## config.mk

```make
export PLATFORM = sky130hd
export DESIGN_NAME = ppm_pulse_train_decoder
export DESIGN_NICKNAME = d
export VERILOG_FILES = /design/src/ppmd_pkg.sv /design/src/ppm_pulse_train_decoder.sv
export SDC_FILE = /design/constraint.sdc
export NUM_CORES = 1
export LEC_CHECK = 0
export ABC_CLOCK_PERIOD_IN_PS = 5500
export BUFFER_PORTS_ARGS = -buffer_cell sky130_fd_sc_hd__buf_2
export CORE_AREA = 2 2 124 126
export DETAILED_ROUTE_END_ITERATION = 12
export DIE_AREA = 0 0 126 128
export HOLD_SLACK_MARGIN = 0.03
export PLACE_DENSITY = 0.54
export REMOVE_ABC_BUFFERS = 1
export SLEW_MARGIN = 20
export SYNTH_ARGS = -nofsm -noshare
export SYNTH_HDL_FRONTEND = slang
export SYNTH_SLANG_ARGS = --single-unit
```

## constraint.sdc

```tcl
create_clock -name clk -period 5.5 [get_ports clk]
set_input_delay 0.55 -clock clk [delete_from_list [all_inputs] [get_ports clk]]
set_output_delay 0.55 -clock clk [all_outputs]
set_load 0.005 [all_outputs]
```

## src/ppmd_pkg.sv

```systemverilog
`timescale 1ns / 1ps
// Package for the PPM pulse-train decoder: configuration register indexes,
// pulse-width limits and reset values. No dependencies.
package ppmd_pkg;

  typedef enum logic [0:0] {
    CFG_CHANNEL_ORDER  = 1'b0,
    CFG_SYNC_THRESHOLD = 1'b1
  } cfg_index_t;

  localparam int unsigned CFG_DATA_W = 15;
  localparam int unsigned EDGE_W     = 16;
  localparam int unsigned WIDTH_W    = 11;
  localparam int unsigned VALUE_W    = 15;
  localparam int unsigned INDEX_W    = 3;
  localparam int unsigned COUNT_W    = 8;

  localparam logic [CFG_DATA_W-1:0] SYNC_THRESHOLD_RESET = 15'd6000;
  localparam logic [WIDTH_W-1:0]    WIDTH_MIN            = 11'd1000;
  localparam logic [WIDTH_W-1:0]    WIDTH_MAX            = 11'd2000;
  localparam logic [WIDTH_W:0]      WIDTH_MID            = 12'd1500;

endpackage

```

## src/ppm_pulse_train_decoder.sv

```systemverilog
`timescale 1ns / 1ps
// PPM pulse-train decoder top level: edge timestamps in, sync and channel
// results out. Depends on ppmd_pkg.
//
//   channel   dir  bits  contents
//   s_*       in   16    edge_time
//   m_*       out  1+32  tuser: is_sync; tdata: channel_index, channel_value,
//                        frame_count
//   cfg_*     in   1+15  register index, write data
//
// One item is decoded per cycle unless stalled; the result is registered on accept.
// The single output register sets the rate: s_tready is high whenever that
// register is empty or being drained, so items flow back to back.
// Synchronous reset clears decoder state, configuration registers and m_tvalid.
// A stall on m_tready holds the result and stops accepting new items.
module ppm_pulse_train_decoder #(
  parameter int unsigned SLOT_COUNT = 8
) (
  input  logic                                   clk,
  input  logic                                   rst,
  input  logic                                   s_tvalid,
  output logic                                   s_tready,
  input  logic [15:0]                            s_tdata,   // [15:0] edge_time
  output logic                                   m_tvalid,
  input  logic                                   m_tready,
  output logic [31:0]                            m_tdata,   // [2:0] channel_index,
                                                            // [17:3] channel_value,
                                                            // [25:18] frame_count
  output logic                                   m_tuser,   // [0] is_sync
  input  logic                                   cfg_we,
  input  logic [0:0]                             cfg_addr,
  input  logic [ppmd_pkg::CFG_DATA_W-1:0]        cfg_data
);

  import ppmd_pkg::*;

  localparam int unsigned SLOT_W = $clog2(SLOT_COUNT + 1);

  logic                  channel_order;
  logic [CFG_DATA_W-1:0] sync_threshold;

  logic [EDGE_W-1:0]  last_edge_time;
  logic [SLOT_W-1:0]  slot_counter;
  logic               awaiting_sync;
  logic [COUNT_W-1:0] sync_total;

  logic [SLOT_W-1:0]  slot_counter_next;
  logic               awaiting_sync_next;
  logic [COUNT_W-1:0] sync_total_next;

  logic                      accept;
  logic [EDGE_W-1:0]         diff;
  logic                      past_end;
  logic                      is_gap;
  logic [EDGE_W-3:0]         half;
  logic [WIDTH_W-1:0]        w;
  logic signed [WIDTH_W:0]   off;
  logic signed [VALUE_W-1:0] off_x;
  logic signed [VALUE_W-1:0] value;
  logic [4:0]                ch_wide;
  logic [INDEX_W-1:0]        ch;
  logic                      res_valid;
  logic                      res_sync;

  logic                      is_sync_q;
  logic [INDEX_W-1:0]        channel_index_q;
  logic [VALUE_W-1:0]        channel_value_q;
  logic [COUNT_W-1:0]        frame_count_q;

  assign s_tready = !m_tvalid || m_tready;
  assign accept   = s_tvalid && s_tready;

  always_ff @(posedge clk) begin
    if (rst) begin
      channel_order  <= 1'b0;
      sync_threshold <= SYNC_THRESHOLD_RESET;
    end else if (cfg_we) begin
      case (cfg_addr)
        CFG_CHANNEL_ORDER:  channel_order  <= cfg_data[0];
        CFG_SYNC_THRESHOLD: sync_threshold <= cfg_data;
        default: ;
      endcase
    end
  end

  always_comb begin
    diff     = s_tdata - last_edge_time;
    past_end = (slot_counter >= SLOT_W'(SLOT_COUNT));
    is_gap   = !diff[EDGE_W-1] && (diff[EDGE_W-2:0] > sync_threshold);
    half     = diff[EDGE_W-2:1];

    if (diff[EDGE_W-1]) begin
      w = WIDTH_MIN;
    end else if (half > (EDGE_W-2)'(WIDTH_MAX)) begin
      w = WIDTH_MAX;
    end else if (half < (EDGE_W-2)'(WIDTH_MIN)) begin
      w = WIDTH_MIN;
    end else begin
      w = half[WIDTH_W-1:0];
    end
    // Gain of 20 as 16x + 4x.
    off   = $signed({1'b0, w}) - $signed(WIDTH_MID);
    off_x = VALUE_W'(off);
    value = (off_x <<< 4) + (off_x <<< 2);

    ch_wide = 5'(slot_counter);
    if (channel_order && ch_wide == 5'd0) begin
      ch_wide = 5'd2;
    end else if (channel_order && ch_wide == 5'd1) begin
      ch_wide = 5'd0;
    end else if (channel_order && ch_wide == 5'd2) begin
      ch_wide = 5'd1;
    end
    ch = ch_wide[INDEX_W-1:0];

    slot_counter_next  = slot_counter;
    awaiting_sync_next = awaiting_sync;
    sync_total_next    = sync_total;
    res_valid          = 1'b0;
    res_sync           = 1'b0;
    if (past_end) begin
      slot_counter_next  = '0;
      awaiting_sync_next = 1'b0;
    end else if (is_gap) begin
      slot_counter_next  = '0;
      awaiting_sync_next = 1'b0;
      sync_total_next    = sync_total + 1'b1;
      res_valid          = 1'b1;
      res_sync           = 1'b1;
    end else if (!awaiting_sync) begin
      slot_counter_next  = slot_counter + 1'b1;
      res_valid          = 1'b1;
    end
  end

  always_ff @(posedge clk) begin
    if (rst) begin
      last_edge_time <= '0;
      slot_counter   <= '0;
      awaiting_sync  <= 1'b1;
      sync_total     <= '0;
    end else if (accept) begin
      last_edge_time <= s_tdata;
      slot_counter   <= slot_counter_next;
      awaiting_sync  <= awaiting_sync_next;
      sync_total     <= sync_total_next;
    end
  end

  always_ff @(posedge clk) begin
    if (rst) begin
      m_tvalid <= 1'b0;
    end else if (s_tready) begin
      m_tvalid <= accept && res_valid;
    end
  end

  always_ff @(posedge clk) begin
    if (accept && res_valid) begin
      is_sync_q       <= res_sync;
      channel_index_q <= res_sync ? '0 : ch;
      channel_value_q <= res_sync ? '0 : value;
      frame_count_q   <= sync_total_next;
    end
  end

  assign m_tuser = is_sync_q;
  assign m_tdata = {6'd0, frame_count_q, channel_value_q, channel_index_q};

  a_sync_fields_zero : assert property (@(posedge clk) disable iff (rst)
    m_tvalid && m_tuser |-> m_tdata[17:0] == 18'd0)
    else $error("sync result carries a channel index or value");

  a_sync_resets_slot : assert property (@(posedge clk) disable iff (rst)
    accept && res_sync |=> slot_counter == '0 && !awaiting_sync)
    else $error("frame sync did not restart the slot counter");

  a_slot_bound : assert property (@(posedge clk) disable iff (rst)
    slot_counter <= SLOT_W'(SLOT_COUNT))
    else $error("slot counter ran past the last slot");

  a_value_range : assert property (@(posedge clk) disable iff (rst)
    m_tvalid && !m_tuser |->
      $signed(m_tdata[17:3]) >= -15'sd10000 && $signed(m_tdata[17:3]) <= 15'sd10000)
    else $error("channel value out of range");

  a_count_tracks : assert property (@(posedge clk) disable iff (rst)
    accept && res_valid |=> m_tvalid && m_tdata[25:18] == sync_total)
    else $error("reported frame count differs from the sync total");

endmodule
```

==> results.tsv, run 1 <==
stage	metric	value	unit
global_route	wire length of the first global-routing pass	20800	um
synthesis	Area contributors post-synth	dfxtp_1, edfxtp_1, ha_1	
setup_path	Crit Path Class	input port to flop	
floorplanning	Initial Util	34.4	%
sta	setup ws final	224	ps
setup_path	required time of the worst setup path	5700	ps
run_status	status	finished, final reports clean	
sta	Setup Viol. Count Final	0	
placed_design	placed cell areas	0.00616	sq mm
synthesis	Yosys reg bits	71	
global_route	gr ovfl total	0	
synthesis	cell taking the most area after synthesis	dfxtp_1	
worst_hold_path	hold crit path type	input port to flop	
sta	final hold vios	0	
sta	RSZ-0062 raised after global routing	true	
sta	Final min period	5280	ps
floorplanning	# rows	45	
placed_design	worst slack, placed	-638	ps
synthesis	ys async rst share	0	%
placed_design	Final HPWL DP	9550	um
power_and_ir_drop	Worst IR Drop VDD	0.151	mV
floorplanning	Die Width	126	um
synthesis	EDFF count, synth	25	
floorplanning	Die Footprint	0.0161	sq mm
floorplanning	I/O pins	72	
placed_design	final estimated routing congestion in global placement	0.880	
route	Detailed Route WL	12700	um
power_and_ir_drop	cell leakage power	0.00295	uW
route	routed len/inst	13.4	um
setup_path	WP data arrival	5480	ps
cells_and_area	Filler cells	1497	
clock_tree	CTS clock-pin slew for the worst setup and hold paths	60	ps
synthesis	Top FF cell, synth	dfxtp_1	
route	drt initial violations	170	
route	total number of vias	4699	
synthesis	Avg Cell Area, Syn	8.43	sq um
floorplanning	die height	128	um
route	vias per cell	4.97	
route	# DRC	0	
global_route	largest net degree at the start of global routing	49	
synthesis	Syn Inst Count	607	
synthesis	top cell type's share of synthesized area	18.0	%
sta	Tightest Pin Transition	913	ps
global_route	initial antenna violation count	0	
sta	relative slew slack	39.0	%
global_route	vias in the first global route	4544	
sta	period utilisation layout	95.9	%
clock_tree	htree depth	3	
synthesis	synth unique cells	80	
cells_and_area	# nets final	837	
placed_design	IO buf count	63	
clock_tree	Bufs on Longest Clock Path	2	
sta	Fin Clk Skew	8.87	ps
sta	Pins Over Slew Limit	0	
clock_tree	CTS sink cnt	71	
cells_and_area	share of cells above drive strength 1	29.6	%
synthesis	Synth Cell Area	0.00512	sq mm
global_route	gr usage total	15.8	%
setup_path	CP startpoint kind	input port	
setup_path	Worst setup EP type	flop	
cells_and_area	diodes inserted	0	
clock_tree	Num CTS Buffers	9	
synthesis	Yosys warnings	0	
sta	Hold Slack	427	ps
synthesis	post-synthesis sequential area ratio	32.6	%
setup_path	Max FO, Critical Path	4	
route	post-route ant nets	0	
run	Max Cap Viol	0	
sta	Fmax	190	MHz
floorplanning	placeable core area	0.0149	sq mm
synthesis	top post-synthesis cells by count	nand2_1, a21oi_1, dfxtp_1, ha_1, inv_1	
power_and_ir_drop	PD cells	353	mW/mm^2
clock_tree	CTS root buf	clkbuf_16	
route	Pre-antenna DRT Iters	4	
synthesis	cell with the most instances after synthesis	nand2_1	
cells_and_area	Finished Cell Area	0.00672	sq mm
cells_and_area	Area growth syn-to-layout	31.3	%
clock_tree	CTS tree	yes	
clock_tree	Clk Latency, worst-skew pair	350	ps
## final timing paths
kind                                         from                  end  slack [ps]  depth (start not counted)
worst max-delay path                   s_tdata[0]  channel_value_q[14]         220                         28
worst min-delay path                  cfg_data[9]    sync_threshold[9]         430                          3
worst max register to register  last_edge_time[0]  channel_value_q[14]         220                         26
worst min register to register  last_edge_time[4]    last_edge_time[4]         460                          2
## registers in the layout (all words and copies together) (netlist names)
register	cells
sync_threshold	15
m_tuser	1
channel_value_q	13
channel_order	1
last_edge_time	16
awaiting_sync	1
slot_counter	4
sync_total	8
m_tvalid	1
frame_count_q	8
channel_index_q	3
## per-layer routing
| layer | vias up | GRT usage [%] | share of wire (%) |
|---|---|---|---|
| li1 | 2418 | - | - |
| met1 | 2145 | 19.0 | 45 |
| met2 | 108 | 26.5 | 48 |
| met3 | 28 | 4.17 | 4.9 |
| met4 | 0 | 7.11 | 2.3 |
| met5 | - | 0 | 0 |
## report_power, final
| part | switching [uW] | internal (uW) |
|---|---|---|
| logic | 573 | 556 |
| clock network | 230 | 364 |
| registers | 21.6 | 630 |
## cells in the final DEF (no fill, tap or decap), types with 4 or more instances in the layout
master / n
clkbuf_16: 9
a21o_1: 12
nor2_1: 34
nand3b_1: 8
o31ai_1: 5
inv_1: 42
o21ai_0: 16
o21ai_2: 4
a21oi_2: 5
a31oi_1: 5
or2_2: 4
ha_1: 41
o21bai_1: 4
a21oi_1: 51
nand2b_1: 6
nand4_1: 5
o211ai_1: 7
buf_4: 93
o21a_1: 6
xnor2_1: 10
dfxtp_1: 45
buf_2: 63
edfxtp_1: 25
conb_1: 8
nor3_1: 12
and2_1: 10
ha_4: 4
nor2b_1: 5
nand3_1: 11
xor2_1: 15
nand2_1: 98
and3_1: 9
or3_1: 7
## per-stage QoR
step	std cells	util, %	setup TNS (ps)	total power (uW)
4_1_cts	941	44.1	0	2310
2_1_floorplan	584	-	-363	1240
3_3_place_gp	918	41.4	-446	1640
6_report	946	45.2	0	2370
3_5_place_dp	918	41.4	-720	1660
5_1_grt	946	45.2	-49.5	2540
## cell families (layout without fill, tap and decap cells)
group	Yosys count	in the layout	synth area share [%]
flops	71	71	32.6
xor+xnor	28	28	5.30
buf+inv	76	220	6.74
other cells	1	8	0.0732
simple gates	228	228	22.2
mux	3	3	0.587
fa+ha+maj	47	47	11.8
compound gates	153	153	20.7
## critical path, stage by stage
cell and delay, ps:
buf_2 110, inv_2 60, ha_4 140, inv_4 30, fa_2 410, a211oi_4 310
o31ai_4 130, mux2i_1 140, a221o_1 320, nor4_4 320, buf_4 170, a21oi_2 40
o211ai_1 170, nand2_1 120, ha_4 200, a22oi_2 220, xnor2_1 160, nor2_1 90
buf_4 140, ha_4 150, buf_6 110, o41ai_4 430, o21ai_4 110, or2_4 260
o21ai_2 140, a211oi_2 60, a2111o_1 300, o21ai_2 60
## what timing repair did
item | CTS | global route
hold buffers | 0 | 0
resized for setup | 9 | 27
setup buffers | 7 | 6
endpoints found under the setup margin | 1 | 2
pin swaps | 7 | 23
## area by class of cell
| class | instances | area, sq um | area share, % |
|---|---|---|---|
| well taps | 188 | 235 | 3.50 |
| clock buffers | 11 | 243 | 3.61 |
| repair buffers | 158 | 1040 | 15.5 |
| clock inverters | 5 | 57.6 | 0.856 |
| inverters | 46 | 175 | 2.61 |
| multi-input cells | 467 | 3290 | 49.0 |
| flip-flops and latches | 71 | 1670 | 24.9 |
Note: power is estimated with default switching activity, not from simulation.
==> inputs of run 2 (changes only) <==
Settings changed: BUFFER_PORTS_ARGS -buffer_cell sky130_fd_sc_hd__buf_2 to default, CTS_CLUSTER_DIAMETER from default to 80, DONT_BUFFER_PORTS from default to 1, PLACE_DENSITY 0.54 to 0.49.
==> run 2 against run 1 <==
  * First-iteration DRC count is 13% lower
  * Combinational power decreased by 12%
  * Highest routed layer unchanged
  * Total power fell by 5.2%
  * Final cell count is 9.3% lower
  * Sequential power is 2% higher
  * Fmax down 1.8%
  * Clock skew shrank 4.1 ps
  * Die area did not move
  * Final area fell by 8.2%
  * Via count fell by 7.6%
  * Non-clock buffer count shrank 88
  * Register-to-register slack worse by 99 ps
==> results.tsv, run 2 (synthesis gave the netlist of run 1 again) <==
stage	metric	value	unit	change
sta	Final min period	5380	ps	+99.2 ps
sta	RSZ-0062 raised after global routing	true		
route	post-route ant nets	0		unchanged
sta	Fin Clk Skew	4.76	ps	-4.11 ps
route	drt initial violations	148		-13%
sta	Fmax	186	MHz	-1.8%
sta	Tightest Pin Transition	821	ps	-92.0 ps
route	total number of vias	4340		-7.6%
sta	final hold vios	0		unchanged
sta	Pins Over Slew Limit	0		unchanged
placed_design	IO buf count	0		-100%
global_route	gr ovfl total	0		unchanged
sta	relative slew slack	45.0	%	+6.0 points
sta	Hold Slack	267	ps	-159 ps
global_route	wire length of the first global-routing pass	20500	um	-1.6%
power_and_ir_drop	Worst IR Drop VDD	0.161	mV	+6.7%
clock_tree	htree depth	3		unchanged
route	Detailed Route WL	12200	um	-3.8%
floorplanning	Die Width	126	um	unchanged
sta	Setup Viol. Count Final	0		unchanged
cells_and_area	Area growth syn-to-layout	20.6	%	
setup_path	Max FO, Critical Path	4		unchanged
setup_path	required time of the worst setup path	5700	ps	about the same
global_route	gr usage total	15.4	%	-0.36 points
power_and_ir_drop	PD cells	364	mW/mm^2	+3.2%
global_route	vias in the first global route	4341		-4.5%
cells_and_area	share of cells above drive strength 1	20.0	%	-9.6 points
cells_and_area	biggest regs	last_edge_time: 16 flops, sync_threshold: 15 flops, channel_value_q: 13 flops		
route	# DRC	0		unchanged
cells_and_area	commonest non-fill, non-tap cell in the layout	nand2_1		
global_route	largest net degree at the start of global routing	49		unchanged
floorplanning	die height	128	um	unchanged
power_and_ir_drop	switching share of power	35.1	%	+0.37 points
setup_path	WP data arrival	5580	ps	+100 ps
placed_design	Final HPWL DP	9330	um	-2.3%
clock_tree	CTS root buf	clkbuf_16		
sta	period utilisation layout	97.7	%	+1.8 points
route	routed len/inst	14.2	um	+6.1%
floorplanning	Die Footprint	0.0161	sq mm	unchanged
clock_tree	Num CTS Buffers	9		unchanged
floorplanning	placeable core area	0.0149	sq mm	unchanged
setup_path	Crit Path Class	flop to flop		
clock_tree	Clk Latency, worst-skew pair	340	ps	about the same
floorplanning	I/O pins	72		unchanged
cells_and_area	Reg with most FFs	last_edge_time		
cells_and_area	# nets final	749		-11%
setup_path	Worst setup EP type	flop		
placed_design	final estimated routing congestion in global placement	0.916		+4.1%
setup_path	CP startpoint kind	flop		
run	Max Cap Viol	0		unchanged
cells_and_area	diodes inserted	0		unchanged
power_and_ir_drop	Internal	1460	uW	-5.8%
power_and_ir_drop	Reg power frac	29.5	%	+2.0 points
power_and_ir_drop	combinational share of power	44.3	%	-3.2 points
global_route	initial antenna violation count	0		unchanged
floorplanning	# rows	45		unchanged
cells_and_area	max reg flops	16		unchanged
floorplanning	Initial Util	34.4	%	unchanged
setup_path	r2r setup slk	120	ps	-100 ps
route	Pre-antenna DRT Iters	6		+2
clock_tree	CTS sink cnt	71		unchanged
placed_design	worst slack, placed	-470	ps	+168 ps
power_and_ir_drop	NetSw	789	uW	-4.2%
run_status	status	finished, final reports clean		
worst_hold_path	hold crit path type	input port to flop		
clock_tree	Bufs on Longest Clock Path	2		unchanged
clock_tree	CTS tree	yes		
power_and_ir_drop	cell leakage power	0.00258	uW	-13%
power_and_ir_drop	Clk pwr share	26.2	%	+1.2 points
cells_and_area	most frequent cells in the layout	nand2_1, buf_4, a21oi_1		
clock_tree	CTS clock-pin slew for the worst setup and hold paths	60	ps	about the same
route	vias per cell	5.06		+1.8%
sta	setup ws final	125	ps	-99.2 ps
==> run 2: area by class of cell <==
cell class	count	area [sq um]
tap	188	235
clock inverter	6	70.1
fill	1525	8690
inverter	46	173
sequential	71	1670
clock buffer	10	229
timing repair buffer	70	538
multi-input combinational	467	3250
==> run 2: worst max-delay path, stage by stage, from the launching register on <==
cell and delay [ps]:
dfxtp_2 350, ha_4 130, inv_2 40, fa_2 410, a211oi_4 300, o31ai_4 140, mux2i_1 140, a221o_1 330
nor4_4 330, buf_4 170, a21oi_2 50, o211ai_1 170, nand2_1 120, ha_4 200, xor2_2 170, ha_1 330
a21o_1 180, a21oi_2 170, o21ai_2 100, o41ai_4 380, o21ai_2 110, or2_4 240, o21ai_2 150, a211oi_2 70
a2111o_1 410, o21ai_2 60
==> run 2: routing by layer <==
layer  wire (um)  track usage [%]
met1        5610             19.5
met2        5860             26.0
met3         602             4.30
met4         100             4.14
met5           0                0
==> run 2: through the flow <==
| step | util, % | setup TNS, ps | power, uW | instances | instance area (sq um) |
|---|---|---|---|---|---|
| floorplan | - | -363 | 1240 | 584 | 4970 |
| global placement | 38.4 | -332 | 1570 | 837 | 5710 |
| detailed placement | 38.4 | -470 | 1590 | 837 | 5710 |
| CTS | 40.6 | 0 | 2210 | 855 | 6040 |
| global route | 41.5 | -102 | 2420 | 858 | 6170 |
| finish | 41.5 | 0 | 2250 | 858 | 6170 |
==> run 2: path summary, 6_finish.rpt <==
check | start | end | depth (start not counted)
min reg2reg | last_edge_time[2] | last_edge_time[2] | 2
max | last_edge_time[0] | channel_value_q[14] | 25
max reg2reg | last_edge_time[0] | channel_value_q[14] | 25
min | rst | last_edge_time[0] | 1
==> run 2: power groups by stage <==
stage	Sequential, uW	Combinational, uW	Clock (uW)
3_5_place_dp	676	911	0
5_1_grt	670	1110	631
4_1_cts	665	933	608
2_1_floorplan	667	572	0
3_3_place_gp	675	900	0
6_report	663	996	590
==> run 2: timing repair <==
action	4_1_cts	5_1_grt
hold buffers	0	0
hold endpoints to repair	0	0
buffers inserted	2	3
setup endpoints to repair	1	2
resized for setup	5	24
pin swaps	2	20
==> inputs of run 3 (changes only) <==
Settings changed: ABC_AREA from default to 1, CORE_AREA 2 2 124 126 to 2 2 126 128, DIE_AREA 0 0 126 128 to 0 0 128 130.
==> run 3 against run 2 <==
  * Final area is 6.9% lower
  * Register-to-register slack gained 530 ps
  * Die area rose by 3.2%
  * Setup slack better by 530 ps
  * First-iteration DRC count is 45% higher
  * Critical endpoint unchanged
  * Largest power group unchanged
  * Final cell count grew 11%
  * Combinational power shrank 27%
  * Fmax is 11% higher
  * Wire length rose by 4.6%
  * Clock-buffer cell count did not move
  * Core utilization shrank 4.3 points
  * Critical path depth rose by 7
==> results.tsv, run 3 <==
stage	metric	value	unit	change
clock_tree	Num CTS Buffers	9		unchanged
floorplanning	# rows	46		+2.2%
synthesis	main combinational cell family by area after synthesis	simple AND/OR/NAND/NOR gates		
sta	relative slew slack	32.6	%	-12 points
setup_path	crit-path leading delay family	simple AND/OR/NAND/NOR gates		
sta	Final min period	4840	ps	-534 ps
synthesis	EDFF count, synth	25		unchanged
floorplanning	Die Footprint	0.0166	sq mm	+3.2%
global_route	gr usage total	16.2	%	+0.72 points
synthesis	Top FF cell, synth	dfxtp_1		
synthesis	simple-gate share of the synthesized area	29.6	%	+7.4 points
sta	period utilisation layout	88.0	%	-9.7 points
route	post-route ant nets	0		unchanged
placed_design	Final HPWL DP	9800	um	+5.0%
clock_tree	htree depth	3		unchanged
synthesis	top post-synthesis cells by count	nand2_1, inv_1, a21oi_1, nand3_1, dfxtp_1		
route	# DRC	0		unchanged
synthesis	area share of fa/ha/maj cells after synthesis	11.5	%	-0.32 points
placed_design	placed cell count	933		+11%
clock_tree	CTS sink cnt	71		unchanged
setup_path	required time of the worst setup path	5610	ps	-90 ps
sta	Fmax	207	MHz	+11%
route	routed len/inst	13.4	um	-5.4%
synthesis	cell with the most instances after synthesis	nand2_1		
setup_path	Worst setup EP type	flop		
global_route	initial antenna violation count	0		unchanged
power_and_ir_drop	Worst IR Drop VDD	0.187	mV	+16%
synthesis	cell taking the most area after synthesis	dfxtp_1		
setup_path	Max FO, Critical Path	8		+4
cells_and_area	max reg flops	16		unchanged
sta	final hold vios	0		unchanged
synthesis	ys async rst share	0	%	unchanged
route	vias per cell	4.76		-6.0%
cells_and_area	commonest non-fill, non-tap cell in the layout	nand2_1		
cells_and_area	most frequent cells in the layout	nand2_1, inv_1, a21oi_1		
worst_hold_path	Hold Path End	slot_counter[3]		
global_route	vias in the first global route	4261		-1.8%
setup_path	Crit Path Class	flop to flop		
power_and_ir_drop	Clk pwr share	31.5	%	+5.3 points
placed_design	worst slack, placed	398	ps	+868 ps
sta	Setup TNS	0	ps	unchanged
power_and_ir_drop	combinational share of power	35.7	%	-8.6 points
floorplanning	Initial Util	34.1	%	-0.34 points
floorplanning	die height	130	um	+1.6%
sta	setup ws final	659	ps	+534 ps
cells_and_area	biggest regs	last_edge_time: 16 flops, sync_threshold: 15 flops, channel_value_q: 13 flops		
sta	Pins Over Slew Limit	0		unchanged
sta	RSZ-0062 raised after global routing	false		
setup_path	R2R depth	32		+28%
cells_and_area	Core Util, Final	37.3	%	-4.3 points
setup_path	worst reg2reg endpoint	channel_value_q[14]		
clock_tree	CTS tree	yes		
cells_and_area	diodes inserted	0		unchanged
floorplanning	I/O pins	72		unchanged
synthesis	synth unique cells	46		-43%
synthesis	Yosys warnings	0		unchanged
synthesis	mux share of post-synthesis cell area	0	%	-0.59 points
route	drt initial violations	214		+45%
global_route	wire length of the first global-routing pass	21000	um	+2.6%
sta	Tightest Pin Transition	1010	ps	+188 ps
worst_hold_path	Hold Startpoint	rst		
clock_tree	Clk Latency, worst-skew pair	350	ps	about the same
route	Detailed Route WL	12700	um	+4.6%
route	Pre-antenna DRT Iters	5		-1
floorplanning	Die Width	128	um	+1.6%
clock_tree	CTS resizes	0		-5
cells_and_area	Area growth syn-to-layout	9.27	%	
setup_path	max incr delay on CP	450	ps	+40 ps
setup_path	CP Buf/Inv Count	3		+1
run	Max Cap Viol	0		unchanged
sta	Fin Clk Skew	7.43	ps	+2.67 ps
placed_design	final estimated routing congestion in global placement	0.887		-3.2%
setup_path	RR Startpoint	last_edge_time[0]		
route	total number of vias	4514		+4.0%
power_and_ir_drop	switching share of power	37.3	%	+2.2 points
cells_and_area	share of cells above drive strength 1	7.53	%	-12 points
synthesis	Yosys reg bits	71		unchanged
synthesis	Synth Cell Area	0.00526	sq mm	+2.8%
synthesis	Compound-Gate Fraction of Synth Area	11.6	%	-9.1 points
setup_path	r2r setup slk	660	ps	+530 ps
worst_hold_path	worst hold path depth	1		unchanged
power_and_ir_drop	PD cells	352	mW/mm^2	-3.4%
run_status	status	finished, final reports clean		
sta	Setup Viol. Count Final	0		unchanged
synthesis	Syn Inst Count	754		+24%
synthesis	Area contributors post-synth	dfxtp_1, edfxtp_1, nand2_1		
clock_tree	hold-fix buffers at CTS	0		unchanged
cells_and_area	Reg with most FFs	last_edge_time		
placed_design	IO buf count	0		unchanged
clock_tree	CTS root buf	clkbuf_16		
synthesis	Synth Area in XOR/XNOR	2.66	%	-2.6 points
power_and_ir_drop	NetSw	754	uW	-4.4%
power_and_ir_drop	Reg power frac	32.8	%	+3.3 points
setup_path	WP data arrival	4950	ps	-630 ps
clock_tree	CTS clock-pin slew for the worst setup and hold paths	60	ps	about the same
setup_path	CP startpoint kind	flop		
global_route	largest net degree at the start of global routing	45		-8.2%
floorplanning	placeable core area	0.0154	sq mm	+3.8%
setup_path	crit-path most repeated cell	nand2_1		
power_and_ir_drop	Internal	1270	uW	-13%
clock_tree	Bufs on Longest Clock Path	2		unchanged
clock_tree	post-CTS setup repair buffer count	0		-2
synthesis	Avg Cell Area, Syn	6.98	sq um	-17%
cells_and_area	Cell Count, Final, Fillers Out	949		+11%
setup_path	CP max stage cell	fa_1		
global_route	gr ovfl total	0		unchanged
worst_hold_path	hold crit path type	input port to flop		
power_and_ir_drop	cell leakage power	0.00288	uW	+12%
synthesis	post-synthesis sequential area ratio	31.8	%	-0.88 points
sta	Hold Slack	263	ps	-3.83 ps
cells_and_area	# nets final	836		+12%
synthesis	top cell type's share of synthesized area	17.5	%	-0.48 points
[run 3: cell count changes after synthesis, sizes merged, moves of 10 or more]
cell / delta
nand4: +11
nand2: +102
and3: -10
a21o: -12
o21ai: +16
inv: +98
nand3: +48
[run 3: power by group through the flow]
| stage | Combinational [uW] | Clock [uW] | Sequential [uW] |
|---|---|---|---|
| 4_1_cts | 728 | 660 | 665 |
| 5_1_grt | 845 | 679 | 673 |
| 2_1_floorplan | 567 | 0 | 670 |
| 3_3_place_gp | 714 | 0 | 676 |
| 3_5_place_dp | 723 | 0 | 677 |
| 6_report | 723 | 637 | 664 |
[run 3: per-stage QoR]
| stage | power [uW] | cell area, sq um |
|---|---|---|
| floorplan | 1240 | 5150 |
| global placement | 1390 | 5430 |
| detailed placement | 1400 | 5430 |
| CTS | 2050 | 5750 |
| global route | 2200 | 5750 |
| finish | 2020 | 5750 |
[run 3: final cells by class]
type / count / area, sq um
fill: 1650 / 9680
multi-input combinational: 521 / 2940
sequential: 71 / 1670
inverter: 144 / 541
clock buffer: 10 / 250
tap: 192 / 240
clock inverter: 6 / 72.6
timing repair buffer: 5 / 37.5
[run 3: how the worst max path moves through the flow]
stage	startpoint	end	slack, ps	depth (start not counted)
finish	last_edge_time[0]	channel_value_q[14]	660	32
CTS	last_edge_time[0]	channel_value_q[14]	720	32
detailed placement	s_tdata[0]	channel_value_q[14]	400	33
floorplan	s_tdata[0]	channel_value_q[14]	720	33
global route	last_edge_time[0]	channel_value_q[14]	210	34
global placement	s_tdata[0]	channel_value_q[14]	510	35
[run 3: logic make-up (layout without fill, tap and decap cells)]
logic type	Yosys count	after routing
buffers and inverters	169	165
xor gates and xnor gates	16	16
AOI/OAI and AO/OA	113	113
adders and majority gates	47	47
and+or+nand+nor	337	337
DFF	71	71
other	1	8
[run 3: routing by layer]
layer / share of wire, % / vias to the layer above / track usage [%]
li1: - / 2399 / -
met1: 48 / 2014 / 20.1
met2: 47 / 87 / 27.5
met3: 3.5 / 14 / 3.94
met4: 1.5 / 0 / 5.82
met5: 0 / - / 0
